<file path="src/rtl/sssb_pkg.sv">
// Shared types and constants for the sparse span sprite blitter.
// No dependencies; imported by every module of the block.
package sssb_pkg;

    localparam int WORD_W     = 16;
    localparam int ADDR_W     = 25;
    localparam int CFG_IDX_W  = 3;
    localparam int CFG_DATA_W = 16;

    typedef enum logic [2:0]
    {
        PH_HDR_LO   = 3'd0,
        PH_HDR_HI   = 3'd1,
        PH_SPAN_X   = 3'd2,
        PH_SPAN_Y   = 3'd3,
        PH_SPAN_LEN = 3'd4,
        PH_PIXELS   = 3'd5
    } phase_t;

    typedef enum logic [2:0]
    {
        REG_SPRITE_X    = 3'd0,
        REG_SPRITE_Y    = 3'd1,
        REG_DEST_WIDTH  = 3'd2,
        REG_DEST_HEIGHT = 3'd3,
        REG_ROW_STRIDE  = 3'd4,
        REG_SKIP_NTH    = 3'd5
    } cfg_reg_t;

    // width and stride arrive already limited to the build maximums
    typedef struct packed
    {
        logic signed [15:0] sprite_x;
        logic signed [15:0] sprite_y;
        logic [12:0]        width;
        logic [12:0]        height;
        logic [13:0]        stride;
        logic [7:0]         skip_nth;
    } cfg_t;

    typedef struct packed
    {
        logic              emit;
        logic [ADDR_W-1:0] dest_addr;
        logic [WORD_W-1:0] pixel;
    } pix_t;

endpackage

</file>
<file path="src/rtl/sssb_cfg_regs.sv">
// Configuration register file with width and stride limiting.
// Depends on sssb_pkg.
module sssb_cfg_regs #(
    parameter int MAX_DEST_WIDTH = 4096,
    parameter int MAX_STRIDE     = 8192
) (
    input  logic                            clk,
    input  logic                            rst_n,
    input  logic                            cfg_we,
    input  logic [sssb_pkg::CFG_IDX_W-1:0]  cfg_index,
    input  logic [sssb_pkg::CFG_DATA_W-1:0] cfg_wdata,
    output sssb_pkg::cfg_t                  cfg
);
    import sssb_pkg::*;

    logic signed [15:0] sprite_x_reg;
    logic signed [15:0] sprite_y_reg;
    logic [12:0]        dest_width_reg;
    logic [12:0]        dest_height_reg;
    logic [13:0]        row_stride_reg;
    logic [7:0]         skip_nth_reg;
    cfg_reg_t           idx;

    assign idx = cfg_reg_t'(cfg_index);

    always_ff @(posedge clk or negedge rst_n)
    begin
        if (!rst_n)
        begin
            sprite_x_reg    <= '0;
            sprite_y_reg    <= '0;
            dest_width_reg  <= 13'd4096;
            dest_height_reg <= 13'd4096;
            row_stride_reg  <= 14'd4096;
            skip_nth_reg    <= '0;
        end
        else if (cfg_we)
        begin
            case (idx)
                REG_SPRITE_X:    sprite_x_reg    <= $signed(cfg_wdata[15:0]);
                REG_SPRITE_Y:    sprite_y_reg    <= $signed(cfg_wdata[15:0]);
                REG_DEST_WIDTH:  dest_width_reg  <= cfg_wdata[12:0];
                REG_DEST_HEIGHT: dest_height_reg <= cfg_wdata[12:0];
                REG_ROW_STRIDE:  row_stride_reg  <= cfg_wdata[13:0];
                REG_SKIP_NTH:    skip_nth_reg    <= cfg_wdata[7:0];
                default:         ;
            endcase
        end
    end

    always_comb
    begin
        cfg.sprite_x = sprite_x_reg;
        cfg.sprite_y = sprite_y_reg;
        cfg.height   = dest_height_reg;
        cfg.skip_nth = skip_nth_reg;
        cfg.width    = (32'(dest_width_reg) > MAX_DEST_WIDTH) ?
                       13'(MAX_DEST_WIDTH) : dest_width_reg;
        cfg.stride   = (32'(row_stride_reg) > MAX_STRIDE) ?
                       14'(MAX_STRIDE) : row_stride_reg;
    end

endmodule

</file>
<file path="src/rtl/sssb_span_parser.sv">
// Stream parser: header count, span clipping, row dropping, pixel addressing.
// One word is consumed per advance. Depends on sssb_pkg.
module sssb_span_parser (
    input  logic                        clk,
    input  logic                        rst_n,
    input  logic                        adv,
    input  logic [sssb_pkg::WORD_W-1:0] word,
    input  logic                        frame_start,
    input  sssb_pkg::cfg_t              cfg,
    output sssb_pkg::pix_t              pix
);
    import sssb_pkg::*;

    phase_t             parse_phase_reg, parse_phase_next;
    logic [31:0]        words_left_reg, words_left_next;
    logic [16:0]        span_col_reg, span_col_next;
    logic [16:0]        span_row_reg, span_row_next;
    logic [15:0]        drop_lead_reg, drop_lead_next;
    logic [15:0]        copy_left_reg, copy_left_next;
    logic [15:0]        drop_tail_reg, drop_tail_next;
    logic [7:0]         line_phase_reg, line_phase_next;
    logic signed [16:0] last_row_reg, last_row_next;
    logic               stopped_reg, stopped_next;

    // state as seen after a frame start
    phase_t             phase_eff;
    logic               stopped_eff;
    logic signed [16:0] last_row_eff;
    logic [15:0]        dl_eff, cl_eff, dt_eff;

    logic [31:0]        hdr_count;
    logic [31:0]        wl_dec;

    logic signed [17:0] tl_row, tl_col;
    logic [17:0]        tl_neg_col;
    logic               tl_out_rows, tl_clip, tl_new_row, tl_draw;
    logic [15:0]        tl_lead, tl_n0, tl_n, tl_tail;
    logic [12:0]        tl_c, tl_room;
    logic [8:0]         lp_inc;
    logic [7:0]         lp_step, lp_new;

    logic [26:0]        pix_prod;

    assign phase_eff    = frame_start ? PH_HDR_LO : parse_phase_reg;
    assign stopped_eff  = frame_start ? 1'b0 : stopped_reg;
    assign last_row_eff = frame_start ? '1 : last_row_reg;
    assign dl_eff       = frame_start ? '0 : drop_lead_reg;
    assign cl_eff       = frame_start ? '0 : copy_left_reg;
    assign dt_eff       = frame_start ? '0 : drop_tail_reg;

    assign hdr_count = {word, words_left_reg[15:0]};
    assign wl_dec    = (words_left_reg != '0) ? words_left_reg - 32'd1 : words_left_reg;

    // span placement and clipping
    assign tl_row      = $signed({{2{cfg.sprite_y[15]}}, cfg.sprite_y})
                       + $signed({1'b0, span_row_reg});
    assign tl_col      = $signed({{2{cfg.sprite_x[15]}}, cfg.sprite_x})
                       + $signed({1'b0, span_col_reg});
    assign tl_neg_col  = 18'(-tl_col);
    assign tl_out_rows = tl_row >= $signed({5'b0, cfg.height});
    assign tl_clip     = tl_row[17]
                       || (tl_col >= $signed({5'b0, cfg.width}))
                       || (tl_col[17] && ({2'b0, word} <= tl_neg_col));
    assign tl_lead     = tl_col[17] ? tl_neg_col[15:0] : '0;
    assign tl_c        = tl_col[17] ? '0 : tl_col[12:0];
    assign tl_n0       = word - tl_lead;
    assign tl_room     = cfg.width - tl_c;
    assign tl_n        = (tl_n0 > {3'b0, tl_room}) ? {3'b0, tl_room} : tl_n0;
    assign tl_tail     = tl_n0 - tl_n;

    // row dropping
    assign tl_new_row = $signed({last_row_eff[16], last_row_eff}) != tl_row;
    assign lp_inc     = {1'b0, line_phase_reg} + 9'd1;
    assign lp_step    = (lp_inc >= {1'b0, cfg.skip_nth}) ? '0 : lp_inc[7:0];
    assign lp_new     = tl_new_row ? lp_step : line_phase_reg;
    assign tl_draw    = (cfg.skip_nth == '0) || (lp_new != '0);

    always_ff @(posedge clk or negedge rst_n)
    begin
        if (!rst_n)
        begin
            parse_phase_reg <= PH_HDR_LO;
            words_left_reg  <= '0;
            span_col_reg    <= '0;
            span_row_reg    <= '0;
            drop_lead_reg   <= '0;
            copy_left_reg   <= '0;
            drop_tail_reg   <= '0;
            line_phase_reg  <= '0;
            last_row_reg    <= '1;
            stopped_reg     <= 1'b0;
        end
        else
        begin
            parse_phase_reg <= parse_phase_next;
            words_left_reg  <= words_left_next;
            span_col_reg    <= span_col_next;
            span_row_reg    <= span_row_next;
            drop_lead_reg   <= drop_lead_next;
            copy_left_reg   <= copy_left_next;
            drop_tail_reg   <= drop_tail_next;
            line_phase_reg  <= line_phase_next;
            last_row_reg    <= last_row_next;
            stopped_reg     <= stopped_next;
        end
    end

    // next state
    always_comb
    begin
        parse_phase_next = parse_phase_reg;
        words_left_next  = words_left_reg;
        span_col_next    = span_col_reg;
        span_row_next    = span_row_reg;
        drop_lead_next   = drop_lead_reg;
        copy_left_next   = copy_left_reg;
        drop_tail_next   = drop_tail_reg;
        line_phase_next  = line_phase_reg;
        last_row_next    = last_row_reg;
        stopped_next     = stopped_reg;
        if (adv)
        begin
            parse_phase_next = phase_eff;
            stopped_next     = stopped_eff;
            last_row_next    = last_row_eff;
            drop_lead_next   = dl_eff;
            copy_left_next   = cl_eff;
            drop_tail_next   = dt_eff;
            if (!stopped_eff)
            begin
                case (phase_eff)
                    PH_HDR_LO:
                    begin
                        words_left_next  = {16'b0, word};
                        parse_phase_next = PH_HDR_HI;
                    end
                    PH_HDR_HI:
                    begin
                        if (hdr_count <= 32'd2)
                        begin
                            words_left_next = '0;
                            stopped_next    = 1'b1;
                        end
                        else
                        begin
                            words_left_next  = hdr_count - 32'd2;
                            parse_phase_next = PH_SPAN_X;
                        end
                    end
                    PH_SPAN_X:
                    begin
                        words_left_next  = wl_dec;
                        span_col_next    = {1'b0, word};
                        parse_phase_next = PH_SPAN_Y;
                    end
                    PH_SPAN_Y:
                    begin
                        words_left_next  = wl_dec;
                        span_row_next    = {1'b0, word};
                        parse_phase_next = PH_SPAN_LEN;
                    end
                    PH_SPAN_LEN:
                    begin
                        words_left_next = wl_dec;
                        drop_lead_next  = '0;
                        copy_left_next  = '0;
                        drop_tail_next  = '0;
                        if (tl_out_rows)
                        begin
                            stopped_next = 1'b1;
                        end
                        else
                        begin
                            if (tl_clip)
                            begin
                                drop_lead_next = word;
                            end
                            else
                            begin
                                if (cfg.skip_nth != '0 && tl_new_row)
                                begin
                                    line_phase_next = lp_step;
                                    last_row_next   = tl_row[16:0];
                                end
                                if (tl_draw)
                                begin
                                    drop_lead_next = tl_lead;
                                    copy_left_next = tl_n;
                                    drop_tail_next = tl_tail;
                                    span_col_next  = {4'b0, tl_c};
                                    span_row_next  = tl_row[16:0];
                                end
                                else
                                begin
                                    drop_lead_next = word;
                                end
                            end
                            if (drop_lead_next == '0 && copy_left_next == '0
                                && drop_tail_next == '0)
                            begin
                                if (wl_dec == '0)
                                    stopped_next = 1'b1;
                                else
                                    parse_phase_next = PH_SPAN_X;
                            end
                            else
                            begin
                                parse_phase_next = PH_PIXELS;
                            end
                        end
                    end
                    PH_PIXELS:
                    begin
                        words_left_next = wl_dec;
                        if (dl_eff != '0)
                        begin
                            drop_lead_next = dl_eff - 16'd1;
                        end
                        else if (cl_eff != '0)
                        begin
                            copy_left_next = cl_eff - 16'd1;
                            span_col_next  = span_col_reg + 17'd1;
                        end
                        else if (dt_eff != '0)
                        begin
                            drop_tail_next = dt_eff - 16'd1;
                        end
                        if (drop_lead_next == '0 && copy_left_next == '0
                            && drop_tail_next == '0)
                        begin
                            if (wl_dec == '0)
                                stopped_next = 1'b1;
                            else
                                parse_phase_next = PH_SPAN_X;
                        end
                    end
                    default:
                    begin
                        words_left_next = wl_dec;
                        stopped_next    = 1'b1;
                    end
                endcase
            end
        end
    end

    // outputs
    assign pix_prod = 27'(span_row_reg[12:0]) * 27'(cfg.stride);

    always_comb
    begin
        pix.emit      = adv && !stopped_eff && (phase_eff == PH_PIXELS)
                        && (dl_eff == '0) && (cl_eff != '0);
        pix.dest_addr = ADDR_W'(pix_prod + 27'(span_col_reg));
        pix.pixel     = word;
    end

    a_pixels_pending: assert property (@(posedge clk) disable iff (!rst_n)
        (parse_phase_reg == PH_PIXELS && !stopped_reg)
        |-> ((drop_lead_reg | copy_left_reg | drop_tail_reg) != '0))
        else $error("pixel phase with no words left in span");

    a_copy_count: assert property (@(posedge clk) disable iff (!rst_n)
        pix.emit |=> (copy_left_reg == $past(copy_left_reg) - 16'd1))
        else $error("copy count did not step on a pixel write");

    a_col_step: assert property (@(posedge clk) disable iff (!rst_n)
        pix.emit |=> (span_col_reg == $past(span_col_reg) + 17'd1))
        else $error("column did not advance on a pixel write");

    a_frame_restart: assert property (@(posedge clk) disable iff (!rst_n)
        (adv && frame_start) |=> (parse_phase_reg == PH_HDR_HI && !stopped_reg))
        else $error("frame start did not restart the header");

endmodule

</file>
<file path="src/rtl/sparse_span_sprite_blitter_top.sv">
// Sparse span sprite blitter, top level: input word register, parser, result register.
// Depends on sssb_pkg, sssb_cfg_regs and sssb_span_parser.
//
// Takes one 16-bit stream word per clock, sustained; a word waits in the input register
// only while an unread pixel write holds the output register. A word is parsed from
// the input register in a single step; a pixel write, when the word gives one,
// appears in the output register on the next edge, so a word passes through the input
// register and then the output register on its way to m_tvalid. In front of the
// output register lie the parse update and the one row-times-stride multiply.
// No clearing pass after reset. Configuration writes take effect on the next clock.
module sparse_span_sprite_blitter_top #(
    parameter int MAX_DEST_WIDTH = 4096,
    parameter int MAX_STRIDE     = 8192
) (
    input  logic                            clk,
    input  logic                            rst_n,
    input  logic                            s_tvalid,
    output logic                            s_tready,
    input  logic [15:0]                     s_tdata,   // [15:0] word
    input  logic                            s_tuser,   // [0] frame_start
    output logic                            m_tvalid,
    input  logic                            m_tready,
    output logic [47:0]                     m_tdata,   // [24:0] dest_addr, [40:25] pixel
    input  logic                            cfg_we,
    input  logic [sssb_pkg::CFG_IDX_W-1:0]  cfg_index,
    input  logic [sssb_pkg::CFG_DATA_W-1:0] cfg_wdata
);
    import sssb_pkg::*;

    logic              in_valid_reg;
    logic [WORD_W-1:0] in_word_reg;
    logic              in_fs_reg;
    logic              out_valid_reg;
    logic [ADDR_W-1:0] out_addr_reg;
    logic [WORD_W-1:0] out_pixel_reg;
    logic              adv;
    cfg_t              cfg;
    pix_t              pix;

    assign adv      = in_valid_reg && (!out_valid_reg || m_tready);
    assign s_tready = !in_valid_reg || adv;

    sssb_cfg_regs #(
        .MAX_DEST_WIDTH (MAX_DEST_WIDTH),
        .MAX_STRIDE     (MAX_STRIDE)
    ) u_cfg (
        .clk       (clk),
        .rst_n     (rst_n),
        .cfg_we    (cfg_we),
        .cfg_index (cfg_index),
        .cfg_wdata (cfg_wdata),
        .cfg       (cfg)
    );

    sssb_span_parser u_parser (
        .clk         (clk),
        .rst_n       (rst_n),
        .adv         (adv),
        .word        (in_word_reg),
        .frame_start (in_fs_reg),
        .cfg         (cfg),
        .pix         (pix)
    );

    always_ff @(posedge clk or negedge rst_n)
    begin
        if (!rst_n)
        begin
            in_valid_reg  <= 1'b0;
            out_valid_reg <= 1'b0;
        end
        else
        begin
            if (s_tready)
                in_valid_reg <= s_tvalid;
            if (adv)
                out_valid_reg <= pix.emit;
            else if (m_tready)
                out_valid_reg <= 1'b0;
        end
    end

    always_ff @(posedge clk)
    begin
        if (s_tvalid && s_tready)
        begin
            in_word_reg <= s_tdata;
            in_fs_reg   <= s_tuser;
        end
        if (adv && pix.emit)
        begin
            out_addr_reg  <= pix.dest_addr;
            out_pixel_reg <= pix.pixel;
        end
    end

    assign m_tvalid = out_valid_reg;
    assign m_tdata  = {7'b0, out_pixel_reg, out_addr_reg};

endmodule
</file>
<file path="config.mk">
export PLATFORM = sky130hd
export DESIGN_NAME = sparse_span_sprite_blitter_top
export DESIGN_NICKNAME = d
export VERILOG_FILES = /design/src/rtl/sssb_pkg.sv /design/src/rtl/sssb_cfg_regs.sv /design/src/rtl/sssb_span_parser.sv /design/src/rtl/sparse_span_sprite_blitter_top.sv
export SDC_FILE = /design/constraint.sdc
export NUM_CORES = 1
export LEC_CHECK = 0
export CORE_MARGIN = 5
export CORE_UTILIZATION = 50
export CTS_CLUSTER_SIZE = 8
export DETAILED_ROUTE_END_ITERATION = 12
export DONT_BUFFER_PORTS = 1
export PLACE_DENSITY = 0.7
export SYNTH_ARGS = -nofsm -noshare
export SYNTH_HDL_FRONTEND = slang
export SYNTH_SLANG_ARGS = --single-unit
</file>
<file path="constraint.sdc">
create_clock -name clk -period 9.2 [get_ports clk]
set_clock_uncertainty 0.05 [all_clocks]
set_input_delay 1.84 -clock clk [delete_from_list [all_inputs] [get_ports clk]]
set_output_delay 1.84 -clock clk [all_outputs]
set_load 0.01 [all_outputs]
</file>
==> results of run 1 <==
## stage by stage
stage / cells / hold WS [ns] / util / setup WS, ns
floorplan: 3336 / 0.3744 / - / 0.009675
global placement: 4112 / 0.4233 / 0.5349 / -0.06104
detailed placement: 4112 / 0.4338 / 0.5349 / -0.3715
CTS: 4187 / 0.4461 / 0.5581 / 0.01173
global route: 4200 / 0.4610 / 0.5625 / -0.5574
finish: 4202 / 0.4505 / 0.5626 / -0.02668
## layout make-up
type	instances	area, sq um	share of cell area
sequential	283	7397	0.2283
clock buffer	68	1200	0.03704
inverter	286	1074	0.03314
antenna	2	5.005	0.0001545
timing repair buffer	198	1490	0.04600
tap	765	957.2	0.02954
clock inverter	7	100.1	0.003090
multi-input combinational	2593	20170	0.6227
## logic make-up (layout without fill, tap and decap cells)
logic type,after synthesis,in the layout,synth area share
compound gates,797,797,0.1856
xor+xnor,166,166,0.05150
fa+ha+maj,377,377,0.2008
buf+inv,460,559,0.06356
flops,283,283,0.2546
mux,130,130,0.04909
other cells,1,9,0.0001291
simple gates,1116,1116,0.1946
## path summary, 6_finish.rpt
check / slack [ns] / from / cells past startpoint / to
hold / removal: 0.45 / u_parser.span_row_reg[13] / 1 / u_parser.span_row_reg[13]
hold reg to reg: 0.45 / u_parser.span_row_reg[13] / 1 / u_parser.span_row_reg[13]
setup / recovery: -0.03 / u_cfg.sprite_x_reg[8] / 42 / u_parser.parse_phase_reg[0]
setup reg to reg: -0.03 / u_cfg.sprite_x_reg[8] / 42 / u_parser.parse_phase_reg[0]
max in group asynchronous: 7.70 / rst_n / 0 / u_parser.last_row_reg[5]
min in group asynchronous: 0.93 / rst_n / 0 / u_parser.line_phase_reg[4]
## per-layer routing
| layer | up-vias | global-route usage | routed length (um) |
|---|---|---|---|
| met2 | 1225 | 0.4311 | 40240 |
| met5 | - | 0 | 0 |
| met3 | 240 | 0.04676 | 8065 |
| li1 | 12040 | - | - |
| met4 | 0 | 0.1065 | 4196 |
| met1 | 12880 | 0.4028 | 38980 |
## cells in the final DEF, fill, tap and decap left out, types with 24 or more instances in the layout
| cell | n |
|---|---|
| buf_4 | 197 |
| edfxtp_1 | 58 |
| xor2_1 | 47 |
| nor2_1 | 206 |
| o21a_1 | 30 |
| or3_1 | 38 |
| o211ai_1 | 26 |
| a21o_1 | 31 |
| ha_1 | 222 |
| mux2i_1 | 27 |
| a31oi_1 | 39 |
| and2_1 | 97 |
| a211oi_1 | 24 |
| nand4_1 | 35 |
| nor2b_1 | 37 |
| nor3_1 | 89 |
| xnor2_1 | 115 |
| o21ai_0 | 176 |
| nand2_1 | 308 |
| inv_1 | 284 |
| nand2b_1 | 29 |
| mux2_2 | 92 |
| nor4_1 | 46 |
| fa_1 | 147 |
| dfrtp_1 | 205 |
| a21oi_1 | 179 |
| clkbuf_16 | 43 |
| nand3_1 | 87 |
## critical path, delay by kind of cell, from the launching register on
family          cells  cell delay, ns
compound gates     21            4.00
xor+xnor            2            0.34
fa+ha+maj           4            1.10
buf+inv             3            0.47
flops               1            0.42
mux                 2            0.41
simple gates       10            2.30
## what timing repair did
item	in CTS	in global routing
pin swaps	4	41
gates resized for setup	8	31
endpoints found under the setup margin	5	7
buffers inserted	0	13
==> metrics, run 1 <==
Port-buffer cells 0; max incr delay on CP 0.62 ns; 1st-iter DRT viols 2876; layout cells sized above 1 0.1435; Starting Density 0.5046; CTS Buffer Depth 3; dpl hpwl 67680 um; worst setup margin -0.02668 ns; Placed Area 30800 sq um; prevailing post-synth register cell dfrtp_1; Ys Warns 0; largest net degree at the start of global routing 226; final antenna-violating net count 0; Die Ht 251.1 um; crit path kind reg2reg; top cells by count, synth 310 x nand2_1, 285 x inv_1, 228 x ha_1, 211 x nor2_1, 205 x dfrtp_1; max FFs per register 32; grt total ovfl 0; worst path required time 9.61 ns; Slowest-stage cell, CP or4_4; final setup violation count 3; gpl congestion 1.006; vias in the first global route 25080; CTS clk-pin slew, worst paths 0.05 ns; Synth top area share 0.1766; Tcrit/Tclk final 1.003; vias per std cell 6.277; synth top area cells dfrtp_1 18%, fa_1 10%, ha_1 9.8%, edfxtp_1 6.0%, nand2_1 4.0%; leading area contributor after synthesis dfrtp_1; Min-Delay Path Class reg2reg; H-tree depth reported by CTS 2; Avg Cell Area, Syn 8.725 sq um; relative slew slack 0.2563; CTS tree done; first-pass iteration count of the detailed router 6; status finished, violations left; IO Count 91; Mapped Area around 29000 sq um; Tmin final 9.227 ns; # nets final 3823; Clock Latency Late Sink between 0.5 and 0.6 ns; die width 251.1 um; total of max-cap violations 0; Clock Root Buffer clkbuf_16; most frequent cell after synthesis nand2_1; final hold violation count 0; cells after synthesis 3330; drt drc 0; FF+latch count, synth ~280; crit-path max FO 6; Post-synth EDFFs 58; cell area after layout 32400 sq um; failing checks negative setup slack; final count of pins violating max slew 0; cell row count 88; setup TNS -0.05837 ns; total CTS buffers 43; Worst Tran Pin Value 1.111 ns; worst path arrival time 9.63 ns; CP endpoint kind flop; vias 26380; final WL approximately 90000 um; Most Frequent Cell on Critical Path a21oi_2; Area Overhead vs Synth 11.50%; count of different cell masters after synthesis 115; first-pass GRT wire length 143600 um; ys async rst share 0.7951; GR Util All Layers 0.2815; initial antenna violation count 3; Core ar. roughly 58000 sq um; Layout fillers 5182; type of origin of the critical path flop; unrepaired setup endpoints after global routing true; # clock sinks 283; # hold bufs at CTS 0; WL per Instance 21.77 um; post-synthesis sequential area ratio 0.2546; Peak Freq 108.4 MHz; die area 63030 sq um
Power of run 1 is left out: the tool's default activity adds up to more than one toggle a clock period on the data nets, which glitch-free logic cannot reach.
==> inputs of run 2 (changes only) <==
- CORE_UTILIZATION: 50 -> 45
- PLACE_DENSITY: 0.7 -> 0.64
==> run 2 against run 1 <==
The flow now finishes without violations. Via count shrank 0.44%. Flip-flop and latch count unchanged. Sequential share of layout area is 0.25 points lower. Design area is 1.1% higher. Core utilization shrank 5.3 points. Worst hold slack about the same. Critical endpoint is now u_parser.parse_phase_reg[2].
==> metrics, run 2 (synthesized netlist as in run 1, its figures left out) <==
status finished clean; Most Frequent Cell on Critical Path a21oi_2; Starting Density 0.4524; GR Util All Layers 0.2581; CTS clk-pin slew, worst paths 0.05 ns; hold_ws 0.4510 ns; final antenna-violating net count 0; layout cells sized above 1 0.1533; vias per std cell 6.100; Min-Delay Path Class reg2reg; IO Count 91; Die Ht 264.1 um; Placed Area around 31000 sq um; Clock Root Buffer clkbuf_16; vias between 20000 and 30000; final setup violation count 0; Port-buffer cells 0; crit path kind reg2reg; drt drc 0; largest net degree at the start of global routing 226; commonest non-fill, non-tap cells in the layout 308 x nand2_1, 284 x inv_1, 217 x ha_1; Layout fillers between 6000 and 7000; R2R Setup Slk around 0.22 ns; total of max-cap violations 0; worst path required time 9.57 ns; grt total ovfl 0; # diodes 0; gpl congestion 0.9772; 1st-iter DRT viols ~2700; Peak Freq 111.3 MHz; total CTS buffers 43; Clock Latency Late Sink 0.58 ns; WL per Instance around 22 um; HP Start u_cfg.dest_height_reg[3]; hold depth 1; die width about 260 um; CTS Buffer Depth 3; die area ~70000 sq um; Tcrit/Tclk final 0.9766; first-pass GRT wire length 145600 um; worst r2r dst u_parser.parse_phase_reg[2]; CTS tree done; final core occ 0.5099; Area Overhead vs Synth 12.73%; # nets final 3838; unrepaired setup endpoints after global routing true; relative slew slack 0.2565; R2R depth between 40 and 50; final hold violation count 0; critical path depth in cells 43; dpl hpwl 68880 um; Tmin final about 9.0 ns; CP top delay family compound AO/OA/AOI/OAI gates; CP endpoint kind flop; cell row count 93; initial antenna violation count 7; Core ar. 64230 sq um; # clock sinks 283; Slowest-stage cell, CP or4b_4; Worst Tran Pin Value ~1.1 ns; type of origin of the critical path flop; max incr delay on CP 0.55 ns; FF-to-FF Start u_cfg.sprite_x_reg[11]; worst path arrival time 9.36 ns; H-tree depth reported by CTS 2; crit path from u_cfg.sprite_x_reg[11]; final WL 92720 um; commonest non-fill, non-tap cell in the layout nand2_1; vias in the first global route approximately 25000; # hold bufs at CTS 0; final count of pins violating max slew 0; Buffers & Inverters on Critical Path 5; first-pass iteration count of the detailed router 8; crit path to u_parser.parse_phase_reg[2]; cell area after layout 32750 sq um; crit-path max FO 6; max FFs per register 32
==> run 2: changes by cell type in the layout (fill, tap and decap cells not counted), sizes merged <==
cell      previous run  this run
buf                198       213
bufinv               1         0
clkbuf              68        71
clkinv               6         2
clkinvlp             0         1
diode                2         0
inv                286       287
==> run 2: per-layer routing <==
layer	track usage	vias to the layer above	routed length (um)
met4	0.07804	4	3442
met3	0.04592	210	7372
met2	0.4065	1070	41340
met1	0.3650	12880	40530
met5	0	-	34
li1	-	12090	-
==> run 2: worst min path at each step <==
stage / slack, ns / to
2_1_floorplan: 0.37 / out_pixel_reg[0]
3_3_place_gp: 0.43 / u_parser.span_row_reg[13]
3_5_place_dp: 0.44 / u_parser.span_row_reg[14]
4_1_cts: 0.45 / u_parser.span_row_reg[15]
5_1_grt: 0.47 / u_parser.span_row_reg[14]
6_report: 0.45 / u_cfg.dest_height_reg[3]
==> run 2: through the flow <==
stage                     setup slack, ns  TNS, ns  instances
after global placement            -0.1955  -0.6848       4209
after floorplan                  0.009675        0       3336
after global routing              -0.2163  -0.7326       4305
final                              0.2156        0       4305
after CTS                         0.01159        0       4284
after detailed placement          -0.3604   -1.425       4209
==> run 2: worst reg2reg max path: cells and delay by family, from the launching register on <==
family | cells | cell delay (ns)
AO/OA/AOI/OAI | 18 | 3.59
XOR/XNOR | 1 | 0.24
adder cells (fa/ha/maj) | 5 | 1.43
buffers and inverters | 5 | 0.72
flip-flops | 1 | 0.41
multiplexers | 2 | 0.50
AND/OR/NAND/NOR | 12 | 1.90
==> run 2: final cells by class <==
class	count	area, sq um	share of cell area
Inverter	286	1074	0.03278
Clock inverter	4	41.29	0.001261
Multi-Input combinational cell	2593	20340	0.6210
Sequential cell	283	7397	0.2258
Timing Repair Buffer	213	1619	0.04943
Tap cell	855	1070	0.03266
Clock buffer	71	1211	0.03698
==> run 2: repair_timing <==
item,in CTS,in global routing
endpoints found under the setup margin,5,5
pin swaps,1,50
setup buffers,0,22
gates resized for setup,4,65
Power of run 2 is left out for the same reason.
